[src/rtl/sgrap_pkg.sv]
`timescale 1ns / 1ps

package sgrap_pkg;

    // Longest parameter run that the parser accounts for.
    localparam int MAX_PARAMS = 16;

    localparam int COLOR_W = 25;
    localparam int PARAM_W = 16;
    localparam int AFTER_W = 4;
    localparam int ATTR_W  = 8;

    // Reset values of the color registers.
    localparam logic [COLOR_W-1:0] FG_RESET = 25'd7;
    localparam logic [COLOR_W-1:0] BG_RESET = 25'd0;

    // Register map of the configuration port.
    localparam logic REG_DEFAULT_FG = 1'b0;
    localparam logic REG_DEFAULT_BG = 1'b1;

    // SGR parameter codes.
    localparam logic [PARAM_W-1:0] SGR_RESET         = 16'd0;
    localparam logic [PARAM_W-1:0] SGR_BOLD          = 16'd1;
    localparam logic [PARAM_W-1:0] SGR_FAINT         = 16'd2;
    localparam logic [PARAM_W-1:0] SGR_ITALIC        = 16'd3;
    localparam logic [PARAM_W-1:0] SGR_UNDERLINE     = 16'd4;
    localparam logic [PARAM_W-1:0] SGR_BLINK_SLOW    = 16'd5;
    localparam logic [PARAM_W-1:0] SGR_BLINK_FAST    = 16'd6;
    localparam logic [PARAM_W-1:0] SGR_REVERSE       = 16'd7;
    localparam logic [PARAM_W-1:0] SGR_INVISIBLE     = 16'd8;
    localparam logic [PARAM_W-1:0] SGR_STRUCK        = 16'd9;
    localparam logic [PARAM_W-1:0] SGR_DBL_UNDERLINE = 16'd21;
    localparam logic [PARAM_W-1:0] SGR_NORMAL_INT    = 16'd22;
    localparam logic [PARAM_W-1:0] SGR_NO_ITALIC     = 16'd23;
    localparam logic [PARAM_W-1:0] SGR_NO_UNDERLINE  = 16'd24;
    localparam logic [PARAM_W-1:0] SGR_NO_BLINK      = 16'd25;
    localparam logic [PARAM_W-1:0] SGR_NO_REVERSE    = 16'd27;
    localparam logic [PARAM_W-1:0] SGR_NO_INVISIBLE  = 16'd28;
    localparam logic [PARAM_W-1:0] SGR_NO_STRUCK     = 16'd29;
    localparam logic [PARAM_W-1:0] SGR_FG_FIRST      = 16'd30;
    localparam logic [PARAM_W-1:0] SGR_FG_LAST       = 16'd37;
    localparam logic [PARAM_W-1:0] SGR_EXT_FG        = 16'd38;
    localparam logic [PARAM_W-1:0] SGR_DEF_FG        = 16'd39;
    localparam logic [PARAM_W-1:0] SGR_BG_FIRST      = 16'd40;
    localparam logic [PARAM_W-1:0] SGR_BG_LAST       = 16'd47;
    localparam logic [PARAM_W-1:0] SGR_EXT_BG        = 16'd48;
    localparam logic [PARAM_W-1:0] SGR_DEF_BG        = 16'd49;
    localparam logic [PARAM_W-1:0] SGR_FG_BRT_FIRST  = 16'd90;
    localparam logic [PARAM_W-1:0] SGR_FG_BRT_LAST   = 16'd97;
    localparam logic [PARAM_W-1:0] SGR_BG_BRT_FIRST  = 16'd100;
    localparam logic [PARAM_W-1:0] SGR_BG_BRT_LAST   = 16'd107;

    // Extended color kinds.
    localparam logic [PARAM_W-1:0] KIND_RGB   = 16'd2;
    localparam logic [PARAM_W-1:0] KIND_INDEX = 16'd5;

    // Parameters that must follow each kind.
    localparam logic [AFTER_W-1:0] RGB_NEEDS   = 4'd3;
    localparam logic [AFTER_W-1:0] INDEX_NEEDS = 4'd1;

    // Largest palette index and color component.
    localparam logic [PARAM_W-1:0] COMP_MAX = 16'd255;

    // Palette offset of the bright colors.
    localparam logic [PARAM_W-1:0] PAL_BRIGHT_OFS = 16'd8;

    // Attribute bit masks.
    localparam logic [ATTR_W-1:0] MASK_BOLD      = 8'h01;
    localparam logic [ATTR_W-1:0] MASK_FAINT     = 8'h02;
    localparam logic [ATTR_W-1:0] MASK_ITALIC    = 8'h04;
    localparam logic [ATTR_W-1:0] MASK_UNDERLINE = 8'h08;
    localparam logic [ATTR_W-1:0] MASK_BLINK     = 8'h10;
    localparam logic [ATTR_W-1:0] MASK_REVERSE   = 8'h20;
    localparam logic [ATTR_W-1:0] MASK_HIDDEN    = 8'h40;
    localparam logic [ATTR_W-1:0] MASK_STRIKE    = 8'h80;

    typedef enum logic [1:0] {
        ST_OK      = 2'd0,
        ST_UNKNOWN = 2'd1,
        ST_RANGE   = 2'd2
    } t_status;

    typedef enum logic [5:0] {
        PH_IDLE  = 6'b000001,
        PH_KIND  = 6'b000010,
        PH_RED   = 6'b000100,
        PH_GREEN = 6'b001000,
        PH_BLUE  = 6'b010000,
        PH_INDEX = 6'b100000
    } t_phase;

    // One parameter beat, param_value in the low bits.
    typedef struct packed {
        logic [AFTER_W-1:0] params_after;
        logic [PARAM_W-1:0] param_value;
    } t_item;

    // One result beat, attr_bits in the low bits.
    typedef struct packed {
        t_status            status;
        logic [COLOR_W-1:0] bg_color;
        logic [COLOR_W-1:0] fg_color;
        logic [ATTR_W-1:0]  attr_bits;
    } t_result;

    // Default colors from the configuration registers.
    typedef struct packed {
        logic [COLOR_W-1:0] default_fg;
        logic [COLOR_W-1:0] default_bg;
    } t_cfg;

endpackage

[src/rtl/sgrap_cfg.sv]
`timescale 1ns / 1ps

module sgrap_cfg (
    input  logic                i_clk,
    input  logic                i_rst_n,
    input  logic                psel,
    input  logic                penable,
    input  logic                pwrite,
    input  logic [2:0]          paddr,
    input  logic [31:0]         pwdata,
    output logic [31:0]         prdata,
    output logic                pready,
    output sgrap_pkg::t_cfg     o_cfg
);

    logic [sgrap_pkg::COLOR_W-1:0] r_default_fg;
    logic [sgrap_pkg::COLOR_W-1:0] r_default_bg;
    logic                          wr_en;

    assign pready = 1'b1;
    assign wr_en  = psel && penable && pwrite && pready;

    // Register write in the access phase; word select on address bit 2.
    always_ff @(posedge i_clk) begin
        if (!i_rst_n) begin
            r_default_fg <= sgrap_pkg::FG_RESET;
            r_default_bg <= sgrap_pkg::BG_RESET;
        end else if (wr_en) begin
            if (paddr[2] == sgrap_pkg::REG_DEFAULT_FG) begin
                r_default_fg <= pwdata[sgrap_pkg::COLOR_W-1:0];
            end else begin
                r_default_bg <= pwdata[sgrap_pkg::COLOR_W-1:0];
            end
        end
    end

    // Read data.
    always_comb begin
        if (paddr[2] == sgrap_pkg::REG_DEFAULT_BG) begin
            prdata = {{(32 - sgrap_pkg::COLOR_W){1'b0}}, r_default_bg};
        end else begin
            prdata = {{(32 - sgrap_pkg::COLOR_W){1'b0}}, r_default_fg};
        end
    end

    assign o_cfg.default_fg = r_default_fg;
    assign o_cfg.default_bg = r_default_bg;

endmodule

[src/rtl/sgrap_in_reg.sv]
`timescale 1ns / 1ps

module sgrap_in_reg (
    input  logic                i_clk,
    input  logic                i_rst_n,
    input  logic                i_valid,
    output logic                o_ready,
    input  sgrap_pkg::t_item    i_item,
    input  logic                i_take,
    output logic                o_valid,
    output sgrap_pkg::t_item    o_item
);

    logic             r_valid;
    sgrap_pkg::t_item r_item;

    // Room when empty or when the held beat leaves this cycle.
    assign o_ready = i_rst_n && (!r_valid || i_take);

    always_ff @(posedge i_clk) begin
        if (!i_rst_n) begin
            r_valid <= 1'b0;
        end else if (i_valid && o_ready) begin
            r_valid <= 1'b1;
        end else if (i_take) begin
            r_valid <= 1'b0;
        end
    end

    always_ff @(posedge i_clk) begin
        if (i_valid && o_ready) begin
            r_item <= i_item;
        end
    end

    assign o_valid = r_valid;
    assign o_item  = r_item;

endmodule

[src/rtl/sgrap_exec.sv]
`timescale 1ns / 1ps

module sgrap_exec (
    input  logic                i_clk,
    input  logic                i_rst_n,
    input  sgrap_pkg::t_cfg     i_cfg,
    input  logic                i_in_valid,
    input  sgrap_pkg::t_item    i_item,
    output logic                o_take,
    output logic                o_out_valid,
    input  logic                i_out_ready,
    output sgrap_pkg::t_result  o_result
);

    // Parser state.
    sgrap_pkg::t_phase                r_phase;
    logic                             r_target_bg;
    logic [sgrap_pkg::PARAM_W-1:0]    r_red;
    logic [sgrap_pkg::PARAM_W-1:0]    r_green;
    logic [sgrap_pkg::ATTR_W-1:0]     r_attr;
    logic [sgrap_pkg::COLOR_W-1:0]    r_fg;
    logic [sgrap_pkg::COLOR_W-1:0]    r_bg;

    sgrap_pkg::t_phase                n_phase;
    logic                             n_target_bg;
    logic [sgrap_pkg::PARAM_W-1:0]    n_red;
    logic [sgrap_pkg::PARAM_W-1:0]    n_green;
    logic [sgrap_pkg::ATTR_W-1:0]     n_attr;
    logic [sgrap_pkg::COLOR_W-1:0]    n_fg;
    logic [sgrap_pkg::COLOR_W-1:0]    n_bg;
    sgrap_pkg::t_status               n_status;

    // Result register.
    logic                             r_out_valid;
    sgrap_pkg::t_result               r_out;

    logic [sgrap_pkg::PARAM_W-1:0]    v;
    logic [sgrap_pkg::AFTER_W-1:0]    after;
    logic                             do_plain;
    logic                             put_en;
    logic [sgrap_pkg::COLOR_W-1:0]    put_val;
    logic                             take;

    assign take   = i_in_valid && (!r_out_valid || i_out_ready);
    assign o_take = take;
    assign v      = i_item.param_value;

    // Limit the run length tag.
    always_comb begin
        if (int'(i_item.params_after) > sgrap_pkg::MAX_PARAMS - 1) begin
            after = sgrap_pkg::AFTER_W'(sgrap_pkg::MAX_PARAMS - 1);
        end else begin
            after = i_item.params_after;
        end
    end

    // Phase decode: color operands, kind selection or a plain attribute.
    always_comb begin
        n_phase     = sgrap_pkg::PH_IDLE;
        n_target_bg = r_target_bg;
        n_red       = r_red;
        n_green     = r_green;
        n_attr      = r_attr;
        n_fg        = r_fg;
        n_bg        = r_bg;
        n_status    = sgrap_pkg::ST_OK;
        do_plain    = 1'b0;
        put_en      = 1'b0;
        put_val     = {1'b1, r_red[7:0], r_green[7:0], v[7:0]};

        unique case (r_phase)
            sgrap_pkg::PH_KIND: begin
                if (v == sgrap_pkg::KIND_RGB && after >= sgrap_pkg::RGB_NEEDS) begin
                    n_phase = sgrap_pkg::PH_RED;
                end else if (v == sgrap_pkg::KIND_INDEX &&
                             after >= sgrap_pkg::INDEX_NEEDS) begin
                    n_phase = sgrap_pkg::PH_INDEX;
                end else begin
                    do_plain = 1'b1;
                end
            end
            sgrap_pkg::PH_RED: begin
                n_red   = v;
                n_phase = sgrap_pkg::PH_GREEN;
            end
            sgrap_pkg::PH_GREEN: begin
                n_green = v;
                n_phase = sgrap_pkg::PH_BLUE;
            end
            sgrap_pkg::PH_BLUE: begin
                if (r_red > sgrap_pkg::COMP_MAX || r_green > sgrap_pkg::COMP_MAX ||
                    v > sgrap_pkg::COMP_MAX) begin
                    n_status = sgrap_pkg::ST_RANGE;
                end else begin
                    put_en = 1'b1;
                end
            end
            sgrap_pkg::PH_INDEX: begin
                put_val = sgrap_pkg::COLOR_W'(v);
                if (v > sgrap_pkg::COMP_MAX) begin
                    n_status = sgrap_pkg::ST_RANGE;
                end else begin
                    put_en = 1'b1;
                end
            end
            default: begin
                do_plain = 1'b1;
            end
        endcase

        // Finished extended color goes to the armed target.
        if (put_en) begin
            if (r_target_bg) begin
                n_bg = put_val;
            end else begin
                n_fg = put_val;
            end
        end

        // Ordinary attribute codes.
        if (do_plain) begin
            unique case (v)
                sgrap_pkg::SGR_RESET: begin
                    n_attr = '0;
                    n_fg   = i_cfg.default_fg;
                    n_bg   = i_cfg.default_bg;
                end
                sgrap_pkg::SGR_BOLD:          n_attr = r_attr | sgrap_pkg::MASK_BOLD;
                sgrap_pkg::SGR_FAINT:         n_attr = r_attr | sgrap_pkg::MASK_FAINT;
                sgrap_pkg::SGR_ITALIC:        n_attr = r_attr | sgrap_pkg::MASK_ITALIC;
                sgrap_pkg::SGR_UNDERLINE:     n_attr = r_attr | sgrap_pkg::MASK_UNDERLINE;
                sgrap_pkg::SGR_BLINK_SLOW,
                sgrap_pkg::SGR_BLINK_FAST:    n_attr = r_attr | sgrap_pkg::MASK_BLINK;
                sgrap_pkg::SGR_REVERSE:       n_attr = r_attr | sgrap_pkg::MASK_REVERSE;
                sgrap_pkg::SGR_INVISIBLE:     n_attr = r_attr | sgrap_pkg::MASK_HIDDEN;
                sgrap_pkg::SGR_STRUCK:        n_attr = r_attr | sgrap_pkg::MASK_STRIKE;
                sgrap_pkg::SGR_DBL_UNDERLINE: begin
                    n_attr = r_attr | sgrap_pkg::MASK_UNDERLINE | sgrap_pkg::MASK_STRIKE;
                end
                sgrap_pkg::SGR_NORMAL_INT: begin
                    n_attr = r_attr & ~(sgrap_pkg::MASK_BOLD | sgrap_pkg::MASK_FAINT);
                end
                sgrap_pkg::SGR_NO_ITALIC:     n_attr = r_attr & ~sgrap_pkg::MASK_ITALIC;
                sgrap_pkg::SGR_NO_UNDERLINE:  n_attr = r_attr & ~sgrap_pkg::MASK_UNDERLINE;
                sgrap_pkg::SGR_NO_BLINK:      n_attr = r_attr & ~sgrap_pkg::MASK_BLINK;
                sgrap_pkg::SGR_NO_REVERSE:    n_attr = r_attr & ~sgrap_pkg::MASK_REVERSE;
                sgrap_pkg::SGR_NO_INVISIBLE:  n_attr = r_attr & ~sgrap_pkg::MASK_HIDDEN;
                sgrap_pkg::SGR_NO_STRUCK:     n_attr = r_attr & ~sgrap_pkg::MASK_STRIKE;
                sgrap_pkg::SGR_EXT_FG,
                sgrap_pkg::SGR_EXT_BG: begin
                    if (after == '0) begin
                        n_status = sgrap_pkg::ST_UNKNOWN;
                    end else begin
                        n_target_bg = (v == sgrap_pkg::SGR_EXT_BG);
                        n_phase     = sgrap_pkg::PH_KIND;
                    end
                end
                sgrap_pkg::SGR_DEF_FG:        n_fg = i_cfg.default_fg;
                sgrap_pkg::SGR_DEF_BG:        n_bg = i_cfg.default_bg;
                default: begin
                    // Palette ranges, normal and bright.
                    if (v >= sgrap_pkg::SGR_FG_FIRST && v <= sgrap_pkg::SGR_FG_LAST) begin
                        n_fg = sgrap_pkg::COLOR_W'(v - sgrap_pkg::SGR_FG_FIRST);
                    end else if (v >= sgrap_pkg::SGR_BG_FIRST &&
                                 v <= sgrap_pkg::SGR_BG_LAST) begin
                        n_bg = sgrap_pkg::COLOR_W'(v - sgrap_pkg::SGR_BG_FIRST);
                    end else if (v >= sgrap_pkg::SGR_FG_BRT_FIRST &&
                                 v <= sgrap_pkg::SGR_FG_BRT_LAST) begin
                        n_fg = sgrap_pkg::COLOR_W'(v - sgrap_pkg::SGR_FG_BRT_FIRST +
                                                   sgrap_pkg::PAL_BRIGHT_OFS);
                    end else if (v >= sgrap_pkg::SGR_BG_BRT_FIRST &&
                                 v <= sgrap_pkg::SGR_BG_BRT_LAST) begin
                        n_bg = sgrap_pkg::COLOR_W'(v - sgrap_pkg::SGR_BG_BRT_FIRST +
                                                   sgrap_pkg::PAL_BRIGHT_OFS);
                    end else begin
                        n_status = sgrap_pkg::ST_UNKNOWN;
                    end
                end
            endcase
        end
    end

    // State update, once per taken beat.
    always_ff @(posedge i_clk) begin
        if (!i_rst_n) begin
            r_phase     <= sgrap_pkg::PH_IDLE;
            r_target_bg <= 1'b0;
            r_red       <= '0;
            r_green     <= '0;
            r_attr      <= '0;
            r_fg        <= sgrap_pkg::FG_RESET;
            r_bg        <= sgrap_pkg::BG_RESET;
        end else if (take) begin
            r_phase     <= n_phase;
            r_target_bg <= n_target_bg;
            r_red       <= n_red;
            r_green     <= n_green;
            r_attr      <= n_attr;
            r_fg        <= n_fg;
            r_bg        <= n_bg;
        end
    end

    // Result register valid.
    always_ff @(posedge i_clk) begin
        if (!i_rst_n) begin
            r_out_valid <= 1'b0;
        end else if (take) begin
            r_out_valid <= 1'b1;
        end else if (i_out_ready) begin
            r_out_valid <= 1'b0;
        end
    end

    // Result payload shows the state after the beat.
    always_ff @(posedge i_clk) begin
        if (take) begin
            r_out.attr_bits <= n_attr;
            r_out.fg_color  <= n_fg;
            r_out.bg_color  <= n_bg;
            r_out.status    <= n_status;
        end
    end

    assign o_out_valid = r_out_valid;
    assign o_result    = r_out;

    // The result register always mirrors the state just written.
    a_result_matches_state: assert property (@(posedge i_clk) disable iff (!i_rst_n)
        take |=> (r_out.attr_bits == r_attr && r_out.fg_color == r_fg &&
                  r_out.bg_color == r_bg))
        else $error("result does not match updated state");

    // Taking the red component leaves colors untouched and reports ok.
    a_red_no_change: assert property (@(posedge i_clk) disable iff (!i_rst_n)
        (take && r_phase == sgrap_pkg::PH_RED) |=>
            (r_out.status == sgrap_pkg::ST_OK && r_fg == $past(r_fg) &&
             r_bg == $past(r_bg)))
        else $error("red component step changed a color");

    // A final color operand always returns the parser to idle.
    a_final_to_idle: assert property (@(posedge i_clk) disable iff (!i_rst_n)
        (take && (r_phase == sgrap_pkg::PH_BLUE || r_phase == sgrap_pkg::PH_INDEX)) |=>
            (r_phase == sgrap_pkg::PH_IDLE))
        else $error("parser not idle after final color operand");

    // Range errors only come from a color operand.
    a_range_source: assert property (@(posedge i_clk) disable iff (!i_rst_n)
        (take && r_phase != sgrap_pkg::PH_BLUE && r_phase != sgrap_pkg::PH_INDEX) |=>
            (r_out.status != sgrap_pkg::ST_RANGE))
        else $error("range status outside a color operand");

endmodule

[src/rtl/sgr_attribute_parser_core.sv]
`timescale 1ns / 1ps
// A parameter beat passes the input register, then the result register, on its way out.
// One parameter per cycle while the result stream takes results; a full result register
// with tready low stalls the input. The decode of one parameter is combinational, and
// the phase, attribute and color registers update at the edge that takes it.
// Reset (synchronous, active low) clears the parser to idle, attributes to zero,
// colors and default registers to 7 and 0, and empties both registers.

module sgr_attribute_parser_core (
    input  logic        i_clk,
    input  logic        i_rst_n,
    // Parameter stream
    input  logic        i_s_axis_tvalid,
    output logic        o_s_axis_tready,
    input  logic [23:0] i_s_axis_tdata,   // [15:0] param_value, [19:16] params_after
    // Result stream
    output logic        o_m_axis_tvalid,
    input  logic        i_m_axis_tready,
    output logic [63:0] o_m_axis_tdata,   // [7:0] attr_bits, [32:8] fg_color,
                                          // [57:33] bg_color, [59:58] status
    // Configuration port
    input  logic        psel,
    input  logic        penable,
    input  logic        pwrite,
    input  logic [2:0]  paddr,
    input  logic [31:0] pwdata,
    output logic [31:0] prdata,
    output logic        pready
);

    sgrap_pkg::t_cfg    cfg;
    sgrap_pkg::t_item   s_item;
    sgrap_pkg::t_item   held_item;
    sgrap_pkg::t_result result;
    logic               held_valid;
    logic               take;

    assign s_item = i_s_axis_tdata[$bits(sgrap_pkg::t_item)-1:0];

    sgrap_cfg u_cfg (
        .i_clk   (i_clk),
        .i_rst_n (i_rst_n),
        .psel    (psel),
        .penable (penable),
        .pwrite  (pwrite),
        .paddr   (paddr),
        .pwdata  (pwdata),
        .prdata  (prdata),
        .pready  (pready),
        .o_cfg   (cfg)
    );

    sgrap_in_reg u_in_reg (
        .i_clk   (i_clk),
        .i_rst_n (i_rst_n),
        .i_valid (i_s_axis_tvalid),
        .o_ready (o_s_axis_tready),
        .i_item  (s_item),
        .i_take  (take),
        .o_valid (held_valid),
        .o_item  (held_item)
    );

    sgrap_exec u_exec (
        .i_clk       (i_clk),
        .i_rst_n     (i_rst_n),
        .i_cfg       (cfg),
        .i_in_valid  (held_valid),
        .i_item      (held_item),
        .o_take      (take),
        .o_out_valid (o_m_axis_tvalid),
        .i_out_ready (i_m_axis_tready),
        .o_result    (result)
    );

    assign o_m_axis_tdata = {{(64 - $bits(sgrap_pkg::t_result)){1'b0}}, result};

endmodule
[config.mk]
export PLATFORM = sky130hd
export DESIGN_NAME = sgr_attribute_parser_core
export DESIGN_NICKNAME = d
export VERILOG_FILES = /design/src/rtl/sgrap_pkg.sv /design/src/rtl/sgrap_cfg.sv /design/src/rtl/sgrap_in_reg.sv /design/src/rtl/sgrap_exec.sv /design/src/rtl/sgr_attribute_parser_core.sv
export SDC_FILE = /design/constraint.sdc
export NUM_CORES = 1
export LEC_CHECK = 0
export BUFFER_PORTS_ARGS = -buffer_cell sky130_fd_sc_hd__buf_2
export CAP_MARGIN = 20
export CORE_AREA = 2 2 130 183
export CTS_CLUSTER_DIAMETER = 200
export DETAILED_ROUTE_END_ITERATION = 8
export DIE_AREA = 0 0 132 185
export GPL_ROUTABILITY_DRIVEN = 0
export PLACE_DENSITY = 0.76
export RECOVER_POWER = 100
export SYNTH_ARGS = -nofsm -noshare
export SYNTH_HDL_FRONTEND = slang
export SYNTH_SLANG_ARGS = --single-unit
[constraint.sdc]
create_clock -name i_clk -period 3.7 [get_ports i_clk]
set_input_delay 0.185 -clock i_clk [delete_from_list [all_inputs] [get_ports i_clk]]
set_output_delay 0.185 -clock i_clk [all_outputs]
set_load 0.01 [all_outputs]
# --- Word-level counts from Yosys, hierarchy flattened ---
# Index checks and enable logic that the tools add are counted.
# W data, S select, Z words.
classes:
  n_addsub: 6
  mul: 0
  div: 0
  n_lt_le_gt_ge: 13
  eq_ne: 26
  n_shift: 0
  mux: 45
  n_bitwise: 2
  reduce_logical: 34
ops:
  columns: ["cell", "count"]
  rows:
  - ["$mux W25", 15]
  - ["$pmux W8 S17", 1]
  - ["$eq A16 B5 Y1 const B", 8]
  - ["$pmux W25 S2", 2]
  - ["$eq A16 B3 Y1 const B", 4]
  - ["$eq A16 B6 Y1 const B", 4]
  - ["$reduce_or A20 Y1", 3]
  - ["$add A25 B4 Y25 const B", 2]
  - ["$gt A16 B8 Y1 const B", 3]
  - ["$sub A16 B7 Y17 const B", 2]
  - ["$eq A16 B2 Y1 const B", 2]
  - ["$eq A16 B4 Y1 const B", 2]
  - ["$ge A16 B7 Y1 const B", 2]
  - ["$le A16 B6 Y1 const B", 2]
  - ["$le A16 B7 Y1 const B", 2]
  - ["$mux W6", 5]
  - ["$pmux W6 S3", 1]
  - ["$sub A16 B5 Y17 const B", 1]
  - ["$sub A16 B6 Y17 const B", 1]
  - ["$eq A16 B1 Y1 const B", 1]
  - ["$ge A16 B5 Y1 const B", 1]
  - ["$ge A16 B6 Y1 const B", 1]
  - ["$logic_not A16 Y1", 1]
  - ["$mux W2", 8]
  - ["other kinds (21)", 52]
word_totals:
  register_bits: 229
  latch_bits: 0
  mem_bits_rw: 0
  rom_bits: 0
  inputBits: 66
  memories: 0

# --- Depth between registers and ports, before layout ---
# Gate-level depths: netlist of run 1.
depth:
  depth_word: 12
  mapped_depth: 14
  depth_no_buf: 12

# --- Cells and area by module ---
# From an unflattened synthesis of run 1, not the netlist that was laid out.
unflattened:
  cells_unflattened: 1325
  hier_area_um2: 12228.0
by_module_without_submodules:
  columns: ["mod", "instances", "cells_each", "area_per_inst_um2"]
  rows:
  - ["sgrap_exec", 1, 1062, 9236.4]
  - ["sgrap_cfg", 1, 232, 2299.7]
  - ["sgrap_in_reg", 1, 26, 658.1]
  - ["sgr_attribute_parser_core", 1, 5, 33.8]

# --- Worst setup path after synthesis of run 1 ---
# OpenSTA, ideal clock, no wires.
synth_path:
  path_kind: "flip-flop to flip-flop"
  startpoint: "register u_exec.r_out_valid, in the netlist u_exec.o_out_valid"
  endpoint: "register u_exec.r_out, in the netlist u_exec.o_result[0] (enable)"
  setup_time_ns: 0.448
  t_arrival_ns: 3.101
  t_required_ns: 3.252
  slack_ns: 0.152
  path_stages_with_launch: 7
  n_path_buf: 3
  synth_period_minus_slack_ns: 3.548
  cell_sequence: "dfxtp_1 -> nor2b_1 -> nand2b_1 -> inv_1 -> clkbuf_1 -> clkbuf_1 -> clkbuf_1"
synth_between:
  elab_chain_cells: 3
synth_lines:
  columns: ["element", "line_no", "rtl"]
  rows:
  - ["start: declaration", "sgrap_exec.sv:34", "logic r_out_valid;"]
  - ["start signal: assignment", "sgrap_exec.sv:207", "r_out_valid <= 1'b0;"]
  - ["start signal: assignment", "sgrap_exec.sv:209", "r_out_valid <= 1'b1;"]
  - ["start signal: assignment", "sgrap_exec.sv:211", "r_out_valid <= 1'b0;"]
  - ["$logic_not A1 Y1", "sgrap_exec.sv:44", "assign take = i_in_valid && (!r_out_valid || i_out_ready);"]
  - ["$logic_or A1 B1 Y1", "sgrap_exec.sv:44", null]
  - ["$logic_and A1 B1 Y1", "sgrap_exec.sv:44", null]
  - ["named net take", "sgr_attribute_parser_core.sv:36", "logic take;"]
  - ["end: declaration", "sgrap_exec.sv:35", "sgrap_pkg::t_result r_out;"]
# The timed path passes the listed nets, and every way through them passes these cells.
# A chain may end at the register's enable or synchronous reset.

# --- Worst setup path in the final report of run 1 ---
layout_path:
  startpoint: "register u_in_reg.r_item, in the netlist u_in_reg.o_item[15]"
  endpoint: "register u_exec.r_attr[4] in the netlist's numbering"
layout_between:
  elab_chain_cells: 6
  elab_cells_between_ends: 26
  cone_classes: "eq/ne: 17; mux: 5; reduce/logical: 4"
layout_lines:
  columns: ["element", "line_no", "rtl"]
  rows:
  - ["start: declaration", "sgrap_in_reg.sv:15", "sgrap_pkg::t_item r_item;"]
  - ["start signal: assignment", "sgrap_in_reg.sv:32", "r_item <= i_item;"]
  - ["$eq A16 B3 Y1", "sgrap_exec.sv:75, sgrap_exec.sv:122", null]
  - ["$logic_and A1 B1 Y1", "sgrap_exec.sv:75", "end else if (v == sgrap_pkg::KIND_INDEX &&"]
  - ["$mux W1", "sgrap_exec.sv:75", null]
  - ["$mux W1", "sgrap_exec.sv:73", "if (v == sgrap_pkg::KIND_RGB && after >= sgrap_pkg::RGB_NEEDS) begin"]
  - ["$pmux W1 S2", "sgrap_exec.sv:71", "unique case (r_phase)"]
  - ["$mux W8 (*)", "sgrap_exec.sv:121", "if (do_plain) begin"]
  - ["end signal: assignment", "sgrap_exec.sv:198", "r_attr <= n_attr;"]
  - ["end: declaration", "sgrap_exec.sv:20", "logic [sgrap_pkg::ATTR_W-1:0] r_attr;"]
# Mark *: on every way between the ends. The rest lies on a longest branch, timed or not.

==> results of run 1 <==
[layout by cell type, fill, tap and decap left out, types with 6 or more instances in the layout]
cell type,count
o211ai_1,15
o21a_1,11
a211o_1,7
nor4_1,12
or3_1,8
xor2_1,7
nor3_1,22
a31oi_1,32
o21ai_1,11
nor3b_1,6
xnor2_1,11
a22oi_1,8
o21ai_0,100
conb_1,12
edfxtp_1,80
mux2_2,23
clkbuf_16,21
o22ai_1,6
and3_1,9
nor2_1,119
buf_4,53
nand3_1,35
a211oi_1,10
ha_1,12
nor2b_1,11
inv_1,14
clkbuf_1,97
dfxtp_1,149
a21oi_1,133
buf_2,52
mux2i_1,39
nand4_1,6
dlygate4sd3_1,47
nand2b_1,9
and2_1,9
nand2_1,251
o21ba_2,8
[worst min-delay path, cell delays in order]
cell	delay, ps
clkbuf_1	100
buf_4	320
nand3_1	130
[report_power, final]
| part | switching (mW) | internal (mW) | leakage [nW] |
|---|---|---|---|
| Clock | 0.973 | 1.30 | 0.338 |
| Sequential | 0.0610 | 2.70 | 1.96 |
| Combinational | 0.308 | 0.206 | 3.17 |
| Total | 1.34 | 4.21 | 5.47 |
[worst min path at each step]
stage          cells after the start          startpoint                                  to
2_1_floorplan                      0   i_s_axis_tdata[0]        u_in_reg.o_item[0]$_DFFE_PP_
3_3_place_gp                       1   i_s_axis_tdata[5]        u_in_reg.o_item[5]$_DFFE_PP_
3_5_place_dp                       1  i_s_axis_tdata[10]       u_in_reg.o_item[10]$_DFFE_PP_
4_1_cts                            3             i_rst_n      u_exec.r_phase[1]$_SDFFE_PN0P_
5_1_grt                            3             i_rst_n  u_cfg.r_default_fg[2]$_SDFFE_PN1P_
6_report                           3             i_rst_n  u_cfg.r_default_fg[2]$_SDFFE_PN1P_
[routing by layer]
layer / GRT usage (%) / vias to the layer above / share of wire (%) / wire length, µm
li1: - / 5301 / - / -
met5: 0 / - / 0 / 0
met1: 34.21 / 5286 / 39 / 13970
met2: 50.08 / 554 / 49 / 17290
met3: 3.147 / 120 / 6.9 / 2446
met4: 12.96 / 0 / 5.1 / 1825
[final cells by class]
type / count / area [µm²]
Fill cell: 2056 / 8751
Multi-Input combinational cell: 1045 / 6041
Sequential cell: 229 / 5385
Inverter: 15 / 58.81
Clock inverter: 12 / 148.9
Clock buffer: 26 / 564.3
Timing Repair Buffer: 251 / 1543
Tap cell: 306 / 382.9
[kinds of logic (layout without fill, tap and decap cells)]
| kind of cell | count (synthesis) | after routing | share of synthesized area, % |
|---|---|---|---|
| AND/OR/NAND/NOR | 539 | 539 | 21.08 |
| AO/OA/AOI/OAI | 399 | 399 | 20.75 |
| flip-flops | 229 | 229 | 45.01 |
| buffers and inverters | 125 | 304 | 4.811 |
| multiplexers | 65 | 65 | 5.710 |
| XOR/XNOR | 18 | 18 | 1.318 |
| adder cells (fa/ha/maj) | 12 | 12 | 1.255 |
| other | 2 | 12 | 0.06277 |
[registers in the layout, summed over array words and instances, names as in the netlist]
| register | cells |
|---|---|
| u_exec.o_result | 60 |
| u_cfg.r_default_bg | 25 |
| u_cfg.r_default_fg | 25 |
| u_exec.r_bg | 25 |
| u_exec.r_fg | 25 |
| u_in_reg.o_item | 20 |
| u_exec.r_green | 16 |
| u_exec.r_red | 16 |
| u_exec.r_attr | 8 |
| u_exec.r_phase | 6 |
| u_exec.o_out_valid | 1 |
| u_exec.r_target_bg | 1 |
| u_in_reg.o_valid | 1 |
[through the flow]
stage	hold slack, ps	setup WS, ps	power (mW)	cell area [µm²]
floorplan	283.9	151.5	3.126	12000
global placement	363.3	500.7	3.277	13110
detailed placement	363.2	425.4	3.291	13110
CTS	147.0	386.5	5.578	14290
global route	268.5	77.88	5.738	14120
finish	260.4	200.0	5.552	14120
==> qor.yml, run 1 <==
layout:
  final_core_util_pct: 61.74
  antennaDiodeCount: 0
  drive_gt1_share_pct: 13.31
  final_nets: 1641
  syn_to_final_growth_pct: 18.05
  finalNonFillerCells: 1884
logic_synthesis:
  synth_area_um2: 11960
  synth_ff_type: "dfxtp_1"
  yosys.area.top_type_share_pct: 24.93
  syn_avg_cell_area_um2: 8.613
  synth_top_area_cell: "dfxtp_1"
  post-synth-top-count-cell: "nand2_1"
  synthArstFlopShare_pct: 0
  synthTopCellsByCount: "nand2_1 (251), dfxtp_1 (149), a21oi_1 (133)"
  yosysSeqAreaShare_pct: 45.01
  synth-warning-count: 0
  synth-edff-count: 80
  synth_cell_type_count: 87
  netlist_instances: 1389
  ys_ff_latch: 229
  synth_area_leaders: "dfxtp_1 (25%), edfxtp_1 (20%), nand2_1 (7.9%)"
global_routing:
  grt_usage_pct: 28.15
  antenna_found_initial: 0
  grt.overflow.total: 0
  grt_pass1_wl_um: 55550
  grt_start_max_net_pins: 136
  first_global_vias: 10420
floorplanning:
  rows: 66
  die_w_um: 132
  start_util_pct: 52.30
  core_area_um2: 22870
  die-area_um2: 24420
  die_h_um: 185
  ios: 165
setup_path:
  reg2reg_depth: 8
  crit_type: "reg2reg"
  cp.arrival_ps: 3870
  critPathLaunchType: "flop"
  crit_path_max_incr_delay_ps: 720
  crit_path_end: "u_exec.r_attr[4]$_SDFFE_PN0P_"
  crit_chain: "nor3_1 -> nand4_2 -> a21oi_1 -> a31oi_1 -> a21o_1 -> a2111oi_2 -> o21ai_0 -> nor3b_1"
  cp_top_family: "compound AO/OA/AOI/OAI gates"
  path_buf_inv: 0
  crit_required_ps: 4070
  r2r_start: "u_in_reg.o_item[15]$_DFFE_PP_"
  worstReg2RegEnd: "u_exec.r_attr[4]$_SDFFE_PN0P_"
  slowest_stage: "nor3_1"
  crit_path_max_fanout: 10
  cp-startpoint: "u_in_reg.o_item[15]$_DFFE_PP_"
  ff2ff_setup_slack_ps: 200
  end_kind: "flop"
  cp.depth: 8
clock_tree:
  clock-sinks: 229
  holdBufCountCts: 47
  cts.repair.resized: 0
  clockRootBuffer: "clkbuf_16"
  cts_tree: "built"
  clk_latency_ps: 520
  cts-htree-levels: 1
  numCtsBuffers: 21
  cts_setup_buffers: 0
  clkSlewWorstSetupHoldPaths_ps: 70
  clockBufferDepth: 3
status:
  violations: "capacitance limit, slew limit"
  status: "complete, but fails checks"
detailed_routing:
  avgViaCountPerCell: 5.977
  routedWlPerCell_um: 18.86
  dr.pass1.iters: 6
  vias: 11260
  drt-total-wl_um: 35540
  drc: 0
  ant_nets: 0
  first_iter_violations: 1183
pwr:
  leakage_nw: 5.468
  vdd_ir_drop_max_mv: 0.2855
  power.density_nw_per_um2: 393.1
timing:
  rsz0062_at_grt: "false"
  setup_violations: 0
  slew-limit-headroom_pct: -12.37
  hold_viol: 0
  worstMarginPinSlew_ps: 1686
  period_needed_ps: 3500
  fmax_mhz: 285.7
  final.period_utilization_pct: 94.59
  finalSetupTns_ps: 0
  drv_slew: 138
  finalClockSkew_ps: 21.45
min_path:
  min_path_type: "in2reg"
placement:
  placedCellCount: 1799
  io_buffers: 139
  hpwlAfterDp_um: 24720
job:
  cap_violations: 3
Power figures use the tool's default switching activity.
==> run 2: changes to the inputs <==
- CORE_AREA: 2 2 130 183 -> 2 2 150 210
- DIE_AREA: 0 0 132 185 -> 0 0 152 212
- PLACE_DENSITY: 0.76 -> 0.6
==> qor.yml, run 2 (synthesized netlist as in run 1, its figures left out) <==
status:
  status: "complete, but fails checks"
  violations: "capacitance limit, slew limit"
detailed_routing:
  avgViaCountPerCell: 5.578
  first_iter_violations: 815
  routedWlPerCell_um: 19.06
  drc: 0
  ant_nets: 0
  vias: 11080
  drt-total-wl_um: 37870
  dr.pass1.iters: 5
global_routing:
  grt_usage_pct: 22.75
  grt_start_max_net_pins: 135
  first_global_vias: 10700
  antenna_found_initial: 0
  grt_pass1_wl_um: 58900
  grt.overflow.total: 0
clock_tree:
  cts.repair.resized: 0
  cts-htree-levels: 1
  clockRootBuffer: "clkbuf_16"
  numCtsBuffers: 23
  clkSlewWorstSetupHoldPaths_ps: 70
  cts_setup_buffers: 0
  clockBufferDepth: 3
  clock-sinks: 229
  cts_tree: "built"
  clk_latency_ps: 530
setup_path:
  end_kind: "flop"
  crit_required_ps: 4130
  cp.arrival_ps: 3960
  cpMostUsedCell: "a21oi_1"
  slowest_stage: "ha_1"
  crit_chain: "inv_1 -> ha_1 -> buf_4 -> or4b_1 -> a21oi_1 -> o31a_1 -> o211ai_1 -> a21oi_1 -> nor3_2 -> buf_12 -> a211o_1 -> o21ba_2"
  crit_path_max_incr_delay_ps: 450
  cp_top_family: "compound AO/OA/AOI/OAI gates"
  path_buf_inv: 3
  critPathLaunchType: "flop"
  crit_type: "reg2reg"
  crit_path_max_fanout: 13
timing:
  rsz0062_at_grt: "false"
  slew-limit-headroom_pct: -12.52
  final.period_utilization_pct: 95.36
  period_needed_ps: 3528
  setup_violations: 0
  finalClockSkew_ps: 22.11
  setup_slack_ps: 171.9
  fmax_mhz: 283.4
  finalSetupTns_ps: 0
  hold_viol: 0
  drv_slew: 110
  hold_ws_ps: 97.55
  worstMarginPinSlew_ps: 1688
floorplanning:
  die-area_um2: 32220
  rows: 76
  start_util_pct: 39.19
  core_area_um2: 30520
  ios: 165
  die_w_um: 152
  die_h_um: 212
pwr:
  swShare_pct: 24.22
  vdd_ir_drop_max_mv: 0.3221
  pwr-share-clk_pct: 41.7
  p_int_mw: 4.268
  seqPwrFrac_pct: 49.1
  power.density_nw_per_um2: 391.3
  power.switching_mw: 1.364
  leakage_nw: 5.570
  p_comb_share_pct: 9.2
layout:
  syn_to_final_growth_pct: 20.31
  drive_gt1_share_pct: 14.15
  largest_register_ff_count: 60
  layout_common_cells: "nand2_1 (251), dfxtp_1 (149), a21oi_1 (134), nor2_1 (119), o21ai_0 (109)"
  final_common_cell: "nand2_1"
  nFillCells: 3014
  antennaDiodeCount: 0
  final_core_util_pct: 47.16
  final_nets: 1658
placement:
  hpwlAfterDp_um: 27440
  pre_cts_slack_ps: 373.9
  io_buffers: 139
min_path:
  min_path_type: "in2reg"
job:
  cap_violations: 1
## run 2: what timing repair did
| item | in CTS | in global routing |
|---|---|---|
| hold endpoints to repair | 72 | 0 |
| endpoints found under the setup margin | 0 | 0 |
| hold buffers | 47 | 0 |
## run 2: worst reg2reg max path, cell delays in order, from the launching register on
cell and delay [ps]:
edfxtp_1 410, inv_1 240, ha_1 450, buf_4 210
or4b_1 450, a21oi_1 220, o31a_1 180, o211ai_1 120
a21oi_1 380, nor3_2 100, buf_12 160, a211o_1 320
o21ba_2 200
## run 2: cell type report
| type | count | area (µm²) | share of cell area [%] |
|---|---|---|---|
| clock buffers | 33 | 643.1 | 4.468 |
| clock inverters | 9 | 106.4 | 0.7389 |
| inverters | 15 | 58.81 | 0.4086 |
| multi-input cells | 1045 | 6041 | 41.97 |
| flip-flops and latches | 229 | 5385 | 37.41 |
| well taps | 390 | 488.0 | 3.390 |
| repair buffers | 266 | 1672 | 11.61 |
## run 2: per-layer routing
| metal | GRT usage [%] | vias up | routed length (µm) |
|---|---|---|---|
| met3 | 2.609 | 90 | 1849 |
| met5 | 0 | - | 0 |
| li1 | - | 5360 | - |
| met1 | 27.81 | 5274 | 15730 |
| met4 | 11.57 | 0 | 1891 |
| met2 | 39.69 | 360 | 18400 |
## run 2: path summary, 6_finish.rpt
path | start | slack, ps | to | cells after the start
worst max-delay path | u_in_reg.o_item[3]$_DFFE_PP_ | 170 | u_exec.r_bg[16]$_SDFFE_PN0P_ | 12
worst min register to register | u_cfg.r_default_bg[19]$_SDFFE_PN0P_ | 470 | u_cfg.r_default_bg[19]$_SDFFE_PN0P_ | 2
worst min-delay path | i_rst_n | 100 | u_in_reg.o_valid$_SDFFE_PN0P_ | 3
worst max register to register | u_in_reg.o_item[3]$_DFFE_PP_ | 170 | u_exec.r_bg[16]$_SDFFE_PN0P_ | 12
## run 2: power groups by stage
stage,clock [mW],sequential [mW],combinational (mW)
after floorplan,0,2.81,0.317
after global placement,0,2.81,0.483
after detailed placement,0,2.82,0.490
after CTS,2.40,2.76,0.529
after global routing,2.52,2.77,0.568
final,2.35,2.76,0.517
## run 2: through the flow
step,area (µm²),instances,total power [mW]
after floorplan,12000,1399,3.126
after global placement,13340,1897,3.298
after detailed placement,13340,1897,3.306
after CTS,14560,1986,5.694
after global routing,14390,1987,5.857
final,14390,1987,5.632
